[config.mk]
export PLATFORM = sky130hd
export DESIGN_NAME = ts_packet_pid_remap_atc
export DESIGN_NICKNAME = d
export VERILOG_FILES = /design/src/tspr_pkg.sv /design/src/ts_packet_pid_remap_atc.sv /design/src/tspr_regs.sv /design/src/tspr_front.sv /design/src/tspr_queue.sv /design/src/tspr_back.sv
export SDC_FILE = /design/constraint.sdc
export NUM_CORES = 1
export LEC_CHECK = 0
export BUFFER_PORTS_ARGS = -buffer_cell sky130_fd_sc_hd__buf_2
export CAP_MARGIN = 10
export CORE_MARGIN = 2
export CORE_UTILIZATION = 35
export DETAILED_ROUTE_END_ITERATION = 12
export PLACE_DENSITY = 0.6
export SYNTH_ARGS = -nofsm -noshare
export SYNTH_HDL_FRONTEND = slang
export SYNTH_SLANG_ARGS = --single-unit
[constraint.sdc]
create_clock -name aclk -period 11.5 [get_ports aclk]
set_clock_uncertainty 0.1 [all_clocks]
set_input_delay 3.45 -clock aclk [delete_from_list [all_inputs] [get_ports aclk]]
set_output_delay 3.45 -clock aclk [all_outputs]
set_load 0.01 [all_outputs]
[src/tspr_pkg.sv]
package tspr_pkg;

    localparam int ADDR_W      = 5;
    localparam int MAP_MAX     = 4;
    localparam int QUEUE_DEPTH = 4;
    localparam int QPTR_W      = $clog2(QUEUE_DEPTH);

    localparam logic [2:0] REG_PACKET_MODE  = 3'd0;
    localparam logic [2:0] REG_APPEND_TS    = 3'd1;
    localparam logic [2:0] REG_TS_START     = 3'd2;
    localparam logic [2:0] REG_TS_STEP      = 3'd3;
    localparam logic [2:0] REG_MAP_ENTRY_0  = 3'd4;

    localparam logic [29:0] TS_START_RESET  = 30'h1951D2E;
    localparam logic [29:0] TS_STEP_RESET   = 30'h1F2;
    localparam logic [31:0] NULL_HDR        = 32'h471FFF10;
    localparam logic [31:0] STUFF_WORD      = 32'hFFFFFFFF;

    localparam logic [5:0] LEN188_LAST      = 6'd46;
    localparam logic [5:0] LEN192_LAST      = 6'd47;

    localparam int MAP_VALID_BIT = 26;

    typedef logic [26:0] map_entry_t;

    typedef struct packed {
        logic [1:0]                 packet_mode;
        logic                       append_timestamp;
        logic [29:0]                timestamp_start;
        logic [29:0]                timestamp_step;
        logic [MAP_MAX-1:0][26:0]   map_entry;
    } cfg_t;

    typedef enum logic [1:0] {
        CMD_DATA,
        CMD_HDR_DATA,
        CMD_PAD,
        CMD_DONE
    } cmd_kind_t;

    typedef struct packed {
        cmd_kind_t   kind;
        logic [31:0] word;
        logic [31:0] hdr;
        logic        fin;
    } cmd_t;

endpackage

[src/ts_packet_pid_remap_atc.sv]
// channel   dir  handshake          payload
// s_        in   s_valid/s_ready    s_operation, s_in_word
// m_        out  m_valid/m_ready    m_out_word, m_last_of_run, m_finished
// apb       in   psel/penable       pwrite, paddr, pwdata, prdata, pready
//
// One data word per cycle in while the queue has room; an output word per cycle out when m_ready is high.
// Inserted headers make two words and a padding finish 48, so the output port
// sets the rate then; a four-entry request queue lets the input run ahead.
// aresetn is synchronous, active low; it clears positions, counts and queue.
// Stalling m_ready backs up the queue, and s_ready drops only when it is full.
module ts_packet_pid_remap_atc
    import tspr_pkg::*;
#(
    parameter int MAP_ENTRIES = 4
) (
    input  logic              aclk,
    input  logic              aresetn,
    input  logic              s_valid,
    output logic              s_ready,
    input  logic              s_operation,
    input  logic [31:0]       s_in_word,
    output logic              m_valid,
    input  logic              m_ready,
    output logic [31:0]       m_out_word,
    output logic              m_last_of_run,
    output logic              m_finished,
    input  logic              psel,
    input  logic              penable,
    input  logic              pwrite,
    input  logic [ADDR_W-1:0] paddr,
    input  logic [31:0]       pwdata,
    output logic [31:0]       prdata,
    output logic              pready
);

    cfg_t cfg;
    logic ts_load, push, q_full, q_valid, pop;
    cmd_t push_cmd, head;

    assign pready = 1'b1;

    tspr_regs #(.MAP_ENTRIES(MAP_ENTRIES)) u_regs (
        .aclk      (aclk),
        .aresetn   (aresetn),
        .psel      (psel),
        .penable   (penable),
        .pwrite    (pwrite),
        .paddr     (paddr),
        .pwdata    (pwdata),
        .prdata    (prdata),
        .cfg_o     (cfg),
        .ts_load_o (ts_load)
    );

    tspr_front u_front (
        .aclk        (aclk),
        .aresetn     (aresetn),
        .cfg_i       (cfg),
        .ts_load_i   (ts_load),
        .s_valid     (s_valid),
        .s_ready     (s_ready),
        .s_operation (s_operation),
        .s_in_word   (s_in_word),
        .push_o      (push),
        .push_cmd_o  (push_cmd),
        .q_full_i    (q_full)
    );

    tspr_queue u_queue (
        .aclk       (aclk),
        .aresetn    (aresetn),
        .push_i     (push),
        .push_cmd_i (push_cmd),
        .full_o     (q_full),
        .valid_o    (q_valid),
        .head_o     (head),
        .pop_i      (pop)
    );

    tspr_back u_back (
        .aclk          (aclk),
        .aresetn       (aresetn),
        .q_valid_i     (q_valid),
        .q_head_i      (head),
        .pop_o         (pop),
        .m_valid       (m_valid),
        .m_ready       (m_ready),
        .m_out_word    (m_out_word),
        .m_last_of_run (m_last_of_run),
        .m_finished    (m_finished)
    );

endmodule

[src/tspr_regs.sv]
module tspr_regs
    import tspr_pkg::*;
#(
    parameter int MAP_ENTRIES = 4
) (
    input  logic              aclk,
    input  logic              aresetn,
    input  logic              psel,
    input  logic              penable,
    input  logic              pwrite,
    input  logic [ADDR_W-1:0] paddr,
    input  logic [31:0]       pwdata,
    output logic [31:0]       prdata,
    output cfg_t              cfg_o,
    output logic              ts_load_o
);

    logic [1:0]                   mode_reg;
    logic                         append_reg;
    logic [29:0]                  ts_start_reg;
    logic [29:0]                  ts_step_reg;
    logic [MAP_ENTRIES-1:0][26:0] map_reg;
    logic                         ts_load_reg;
    wire  [MAP_MAX-1:0][26:0]     map_all;
    logic                         wr;
    logic [2:0]                   idx;

    assign idx = paddr[ADDR_W-1:2];
    assign wr  = psel && penable && pwrite;

    always_ff @(posedge aclk) begin
        if (!aresetn) begin
            mode_reg     <= '0;
            append_reg   <= 1'b0;
            ts_start_reg <= TS_START_RESET;
            ts_step_reg  <= TS_STEP_RESET;
            map_reg      <= '0;
        end else if (wr) begin
            if (idx == REG_PACKET_MODE) mode_reg     <= pwdata[1:0];
            if (idx == REG_APPEND_TS)   append_reg   <= pwdata[0];
            if (idx == REG_TS_START)    ts_start_reg <= pwdata[29:0];
            if (idx == REG_TS_STEP)     ts_step_reg  <= pwdata[29:0];
            for (int i = 0; i < MAP_ENTRIES; i++) begin
                if (idx == REG_MAP_ENTRY_0 + 3'(i)) map_reg[i] <= pwdata[26:0];
            end
        end
    end

    // counter reloads in the cycle after the write, once the new start value is held
    always_ff @(posedge aclk) begin
        if (!aresetn) begin
            ts_load_reg <= 1'b0;
        end else begin
            ts_load_reg <= wr && (idx == REG_TS_START);
        end
    end

    // entries past the configured count read as invalid
    for (genvar g = 0; g < MAP_MAX; g++) begin : g_map
        if (g < MAP_ENTRIES) begin : g_used
            assign map_all[g] = map_reg[g];
        end else begin : g_unused
            assign map_all[g] = '0;
        end
    end

    always_comb begin
        prdata = '0;
        unique case (idx)
            REG_PACKET_MODE: prdata = {30'd0, mode_reg};
            REG_APPEND_TS:   prdata = {31'd0, append_reg};
            REG_TS_START:    prdata = {2'd0, ts_start_reg};
            REG_TS_STEP:     prdata = {2'd0, ts_step_reg};
            default:         prdata = {5'd0, map_all[idx[1:0]]};
        endcase
    end

    assign cfg_o.packet_mode      = mode_reg;
    assign cfg_o.append_timestamp = append_reg;
    assign cfg_o.timestamp_start  = ts_start_reg;
    assign cfg_o.timestamp_step   = ts_step_reg;
    assign cfg_o.map_entry        = map_all;
    assign ts_load_o              = ts_load_reg;

endmodule

[src/tspr_front.sv]
module tspr_front
    import tspr_pkg::*;
(
    input  logic        aclk,
    input  logic        aresetn,
    input  cfg_t        cfg_i,
    input  logic        ts_load_i,
    input  logic        s_valid,
    output logic        s_ready,
    input  logic        s_operation,
    input  logic [31:0] s_in_word,
    output logic        push_o,
    output cmd_t        push_cmd_o,
    input  logic        q_full_i
);

    logic [5:0]  pos_reg, pos_next;
    logic [4:0]  cnt_reg, cnt_next;
    logic [29:0] ts_reg,  ts_next;

    logic        accept, src192, dst192, pad_due, last, ins, drop, use_hdr;
    logic [4:0]  cnt_inc;
    logic [12:0] pid, new_pid;
    logic [31:0] data_word, hdr_word;

    assign src192  = cfg_i.packet_mode[0];
    assign dst192  = cfg_i.packet_mode[1];
    assign s_ready = !q_full_i;
    assign accept  = s_valid && s_ready;
    assign cnt_inc = cnt_reg + 5'd1;

    // highest matching entry wins
    always_comb begin
        pid     = s_in_word[20:8];
        new_pid = pid;
        for (int i = 0; i < MAP_MAX; i++) begin
            if (cfg_i.map_entry[i][MAP_VALID_BIT] && cfg_i.map_entry[i][25:13] == pid)
                new_pid = cfg_i.map_entry[i][12:0];
        end
    end

    always_comb begin
        pad_due  = !src192 && dst192 && (cnt_reg != 5'd0);
        last     = pos_reg >= (src192 ? LEN192_LAST : LEN188_LAST);
        ins      = (pos_reg == 6'd0) && !src192 && dst192;
        drop     = (pos_reg == 6'd0) && src192 && !dst192;
        hdr_word = cfg_i.append_timestamp ? {2'b00, ts_reg} : 32'd0;

        data_word = s_in_word;
        if (pos_reg == {5'd0, src192}) data_word = {s_in_word[31:21], new_pid, s_in_word[7:0]};

        pos_next   = pos_reg;
        cnt_next   = cnt_reg;
        use_hdr    = 1'b0;
        push_o     = 1'b0;
        push_cmd_o = '{kind: CMD_DONE, word: data_word, hdr: hdr_word, fin: 1'b1};

        if (accept) begin
            if (s_operation) begin
                pos_next = 6'd0;
                push_o   = 1'b1;
                if (pad_due) begin
                    use_hdr         = 1'b1;
                    cnt_next        = cnt_inc;
                    push_cmd_o.kind = CMD_PAD;
                    push_cmd_o.fin  = (cnt_inc == 5'd0);
                end
            end else begin
                push_o   = !drop;
                use_hdr  = ins;
                pos_next = last ? 6'd0 : pos_reg + 6'd1;
                if (last) cnt_next = cnt_inc;
                push_cmd_o.kind = ins ? CMD_HDR_DATA : CMD_DATA;
                push_cmd_o.fin  = 1'b0;
            end
        end

        ts_next = ts_reg;
        if (ts_load_i) ts_next = cfg_i.timestamp_start;
        else if (use_hdr && cfg_i.append_timestamp) ts_next = ts_reg + cfg_i.timestamp_step;
    end

    always_ff @(posedge aclk) begin
        if (!aresetn) begin
            pos_reg <= '0;
            cnt_reg <= '0;
            ts_reg  <= TS_START_RESET;
        end else begin
            pos_reg <= pos_next;
            cnt_reg <= cnt_next;
            ts_reg  <= ts_next;
        end
    end

endmodule

[src/tspr_queue.sv]
module tspr_queue
    import tspr_pkg::*;
(
    input  logic aclk,
    input  logic aresetn,
    input  logic push_i,
    input  cmd_t push_cmd_i,
    output logic full_o,
    output logic valid_o,
    output cmd_t head_o,
    input  logic pop_i
);

    cmd_t              mem [QUEUE_DEPTH];
    logic [QPTR_W-1:0] wptr_reg, rptr_reg;
    logic [QPTR_W:0]   count_reg;

    assign full_o  = (count_reg == (QPTR_W+1)'(QUEUE_DEPTH));
    assign valid_o = (count_reg != '0);
    assign head_o  = mem[rptr_reg];

    always_ff @(posedge aclk) begin
        if (push_i) mem[wptr_reg] <= push_cmd_i;
    end

    always_ff @(posedge aclk) begin
        if (!aresetn) begin
            wptr_reg  <= '0;
            rptr_reg  <= '0;
            count_reg <= '0;
        end else begin
            if (push_i) wptr_reg <= wptr_reg + 1'b1;
            if (pop_i)  rptr_reg <= rptr_reg + 1'b1;
            if (push_i && !pop_i)      count_reg <= count_reg + 1'b1;
            else if (pop_i && !push_i) count_reg <= count_reg - 1'b1;
        end
    end

endmodule

[src/tspr_back.sv]
module tspr_back
    import tspr_pkg::*;
(
    input  logic        aclk,
    input  logic        aresetn,
    input  logic        q_valid_i,
    input  cmd_t        q_head_i,
    output logic        pop_o,
    output logic        m_valid,
    input  logic        m_ready,
    output logic [31:0] m_out_word,
    output logic        m_last_of_run,
    output logic        m_finished
);

    logic [5:0]  beat_reg, beat_next;
    logic        valid_reg, valid_next;
    logic [31:0] word_reg, word_next;
    logic        last_reg, last_next;
    logic        fin_reg,  fin_next;

    logic        load, final_beat;
    logic [5:0]  last_beat;

    always_comb begin
        unique case (q_head_i.kind)
            CMD_PAD:      last_beat = LEN192_LAST;
            CMD_HDR_DATA: last_beat = 6'd1;
            default:      last_beat = 6'd0;
        endcase
        load       = q_valid_i && (!valid_reg || m_ready);
        final_beat = (beat_reg == last_beat);
        pop_o      = load && final_beat;

        word_next  = word_reg;
        last_next  = last_reg;
        fin_next   = fin_reg;
        beat_next  = beat_reg;
        valid_next = valid_reg && !m_ready;

        if (load) begin
            valid_next = 1'b1;
            beat_next  = final_beat ? 6'd0 : beat_reg + 6'd1;
            last_next  = final_beat;
            fin_next   = final_beat && q_head_i.fin;
            unique case (q_head_i.kind)
                CMD_DATA:     word_next = q_head_i.word;
                CMD_HDR_DATA: word_next = (beat_reg == 6'd0) ? q_head_i.hdr : q_head_i.word;
                CMD_PAD: begin
                    if (beat_reg == 6'd0)      word_next = q_head_i.hdr;
                    else if (beat_reg == 6'd1) word_next = NULL_HDR;
                    else                       word_next = STUFF_WORD;
                end
                default:      word_next = 32'd0;
            endcase
        end
    end

    always_ff @(posedge aclk) begin
        if (!aresetn) begin
            valid_reg <= 1'b0;
            beat_reg  <= '0;
        end else begin
            valid_reg <= valid_next;
            beat_reg  <= beat_next;
        end
    end

    always_ff @(posedge aclk) begin
        word_reg <= word_next;
        last_reg <= last_next;
        fin_reg  <= fin_next;
    end

    assign m_valid       = valid_reg;
    assign m_out_word    = word_reg;
    assign m_last_of_run = last_reg;
    assign m_finished    = fin_reg;

endmodule

==> results.txt <==
initial DRC count = 1546
Seq cells post-synth = 523
commonest non-fill, non-tap cell in the layout = nand2_1
synth unique cells = 76
Max-slew headroom = 0.296
fin crit share = 0.799
setup violators final = 0
Largest Register = u_queue.mem
unrepaired setup endpoints after global routing = false
number of core rows = 96
Final Hold Vio Count = 0
Vias/cell = 5.45
DR WL/cell = 21.6 µm
share of layout cells above drive strength 1 = 0.165
DRT Wirelength = 69600 µm
status = completed
Hold/Removal Path Class = flip-flop to flip-flop
Flop pwr share = 0.441
Synth Area in Compound Gates = 0.109
cell area power density = 188 mW/mm²
Most used DFF post-synth = edfxtp_1
Starting Density = 0.352
gp weighted congestion = 0.970
Worst-Margin Slew = 1.05 ns
crit path capture = prdata[15]
clock network fraction of design power = 0.360
Mapped Avg Cell Area = 10.9 µm²
post-CTS repair timing setup buffer count = 0
Peak Freq = 109 MHz
Adder-Cell Fraction of Synth Area = 0.0260
Hold Crit Start = u_regs.cfg_o[80]
MaxCap Viol Count = 0
internal power = 3700 µW
Layout Nets = 2417
Arr. time, crit path = 5.64 ns
hold buffer count at cts = 0
max reg flops = 260
dpl hpwl = 46700 µm
Via Count = 17500
crit end category = output port
largest net degree at the start of global routing = 75
die width = 267 µm
CP Max Fanout = 50
P_leak = 0.00967 µW
Clock Root Buffer = clkbuf_16
largest family of logic cells by synthesized area = simple AND/OR/NAND/NOR gates
Inst Count DP = 3116
DR pass1 iterations = 7
DRC viols = 0
XOR/XNOR Fraction of Synth Area = 0.0330
reg-to-reg slack, setup = 7.36 ns
Setup WS pre-CTS = 2.34 ns
Clock Latency Late Sink = 0.64 ns
Clock Pin Slew Worst Setup and Hold Paths = 0.06 ns
Port-buffer cells = 138
switching share of power = 0.286
CTS Sinks = 523
ys async rst share = 0
setup TNS = 0 ns
maximum VDD drop = 124 µV
yosys warns = 0
full die area = 0.0710 mm²
Routed Antenna Nets = 0
reg2reg end = u_queue.count_reg[2]
Worst Setup Path Type = input port to output port
total CTS buffers = 55
vias in the first global route = 17200
Die Height = 267 µm
initial antenna violation count = 14
total gr overflow = 0
final worst slack = 2.31 ns
area grow syn2layout = 14.4%
FILL cells = 6529
Worst Setup SP = paddr[2]
H-tree Lvls = 2
mux contribution to synthesized area = 0.107
combinational share of power = 0.199
FF-to-FF path depth = 14
worst path required time = 7.95 ns
fin. max-slew vios = 0
Placeable Area = 0.0685 mm²
most frequent cells in the layout = nand2_1 (454), edfxtp_1 (294), a21oi_1 (273)
final core occ = 0.403
Post-Syn Instances = 2209
Post-Synth Simple-Gate Area = 0.141
Total GRT Usage = 0.194
post-cts sizing count = 0
first-pass GRT wire length = 105000 µm
crit path time final = 9.19 ns
number of synthesized flops with an enable pin = 294
mapped cell area = 0.0241 mm²
final std cells w/o fill = 3220
CTS max path bufs = 3
num ports = 146
register area share after synthesis = 0.556
type of origin of the critical path = input port
Psw = 1480 µW
CTS tree = done
[Yosys cell counts, drive strengths merged (8+ instances only)]
cell    number  area [µm²]
nand2      454        1700
edfxtp     294        8830
a21oi      275        1380
dfxtp      229        4580
nor2       125         469
clkbuf     122         458
mux4        93        2090
o21ai       73         365
xnor2       52         455
ha          47         588
mux2i       46         460
nand3       46         235
and2        41         259
xor2        39         342
nor3        28         145
buf         26         120
a21o        21         158
inv         21        78.8
nand4       18         113
a211oi      16         120
o211ai      15         113
o221ai      13         114
a31oi        8        50.1
nand2b       8        50.1
nor2b        8        50.1
[power groups by stage]
stage | combinational, µW | sequential (µW) | clock [µW]
3_5_place_dp | 1040 | 2330 | 0
2_1_floorplan | 682 | 2330 | 0
5_1_grt | 1130 | 2310 | 1970
6_report | 1030 | 2290 | 1860
3_3_place_gp | 1030 | 2320 | 0
4_1_cts | 1050 | 2290 | 1890
[kinds of logic after synthesis]
family,count (synthesis)
other cells,2
simple gates,779
xor+xnor,91
flops,523
buf+inv,169
compound gates,455
fa+ha+maj,49
mux,141
[stage by stage]
stage	cell area, µm²	power, µW	hold WS (ns)
floorplan	24100	3010	0.344
global placement	25700	3350	0.354
detailed placement	25700	3370	0.359
CTS	27600	5230	0.368
global route	27600	5410	0.392
finish	27600	5180	0.371
[final cells by class]
class / count / area, µm² / share of cell area
inverter: 21 / 81.3 / 0.00295
multi-input combinational: 1518 / 10100 / 0.367
sequential: 523 / 13400 / 0.486
clock inverter: 26 / 342 / 0.0124
timing repair buffer: 172 / 948 / 0.0344
antenna: 2 / 5.00 / 0.000181
clock buffer: 76 / 1580 / 0.0571
tap: 882 / 1100 / 0.0400
[worst max-delay path, cell delays in order]
cell and delay (ns):
buf_4 0.69, buf_4 0.46, mux4_2 0.55, nand2_1 0.08, o21ai_0 0.12, buf_2 0.18
[routing by layer]
metal | GRT usage | up-vias | wire [µm]
met4 | 0.0595 | 16 | 1860
met2 | 0.304 | 691 | 31600
li1 | - | 8144 | -
met1 | 0.267 | 8559 | 30100
met5 | 0 | - | 100
met3 | 0.0441 | 125 | 5960
[worst min-delay path by stage]
stage	to	slack, ns	cells past startpoint
final	u_regs.cfg_o[80]	0.37	2
after global routing	u_regs.cfg_o[35]	0.39	2
after CTS	u_regs.cfg_o[80]	0.37	2
after detailed placement	u_regs.cfg_o[80]	0.36	2
after global placement	u_regs.cfg_o[7]	0.35	2
after floorplan	u_regs.ts_start_reg[26]	0.34	2
No activity file was read; power rests on OpenSTA's default activity.
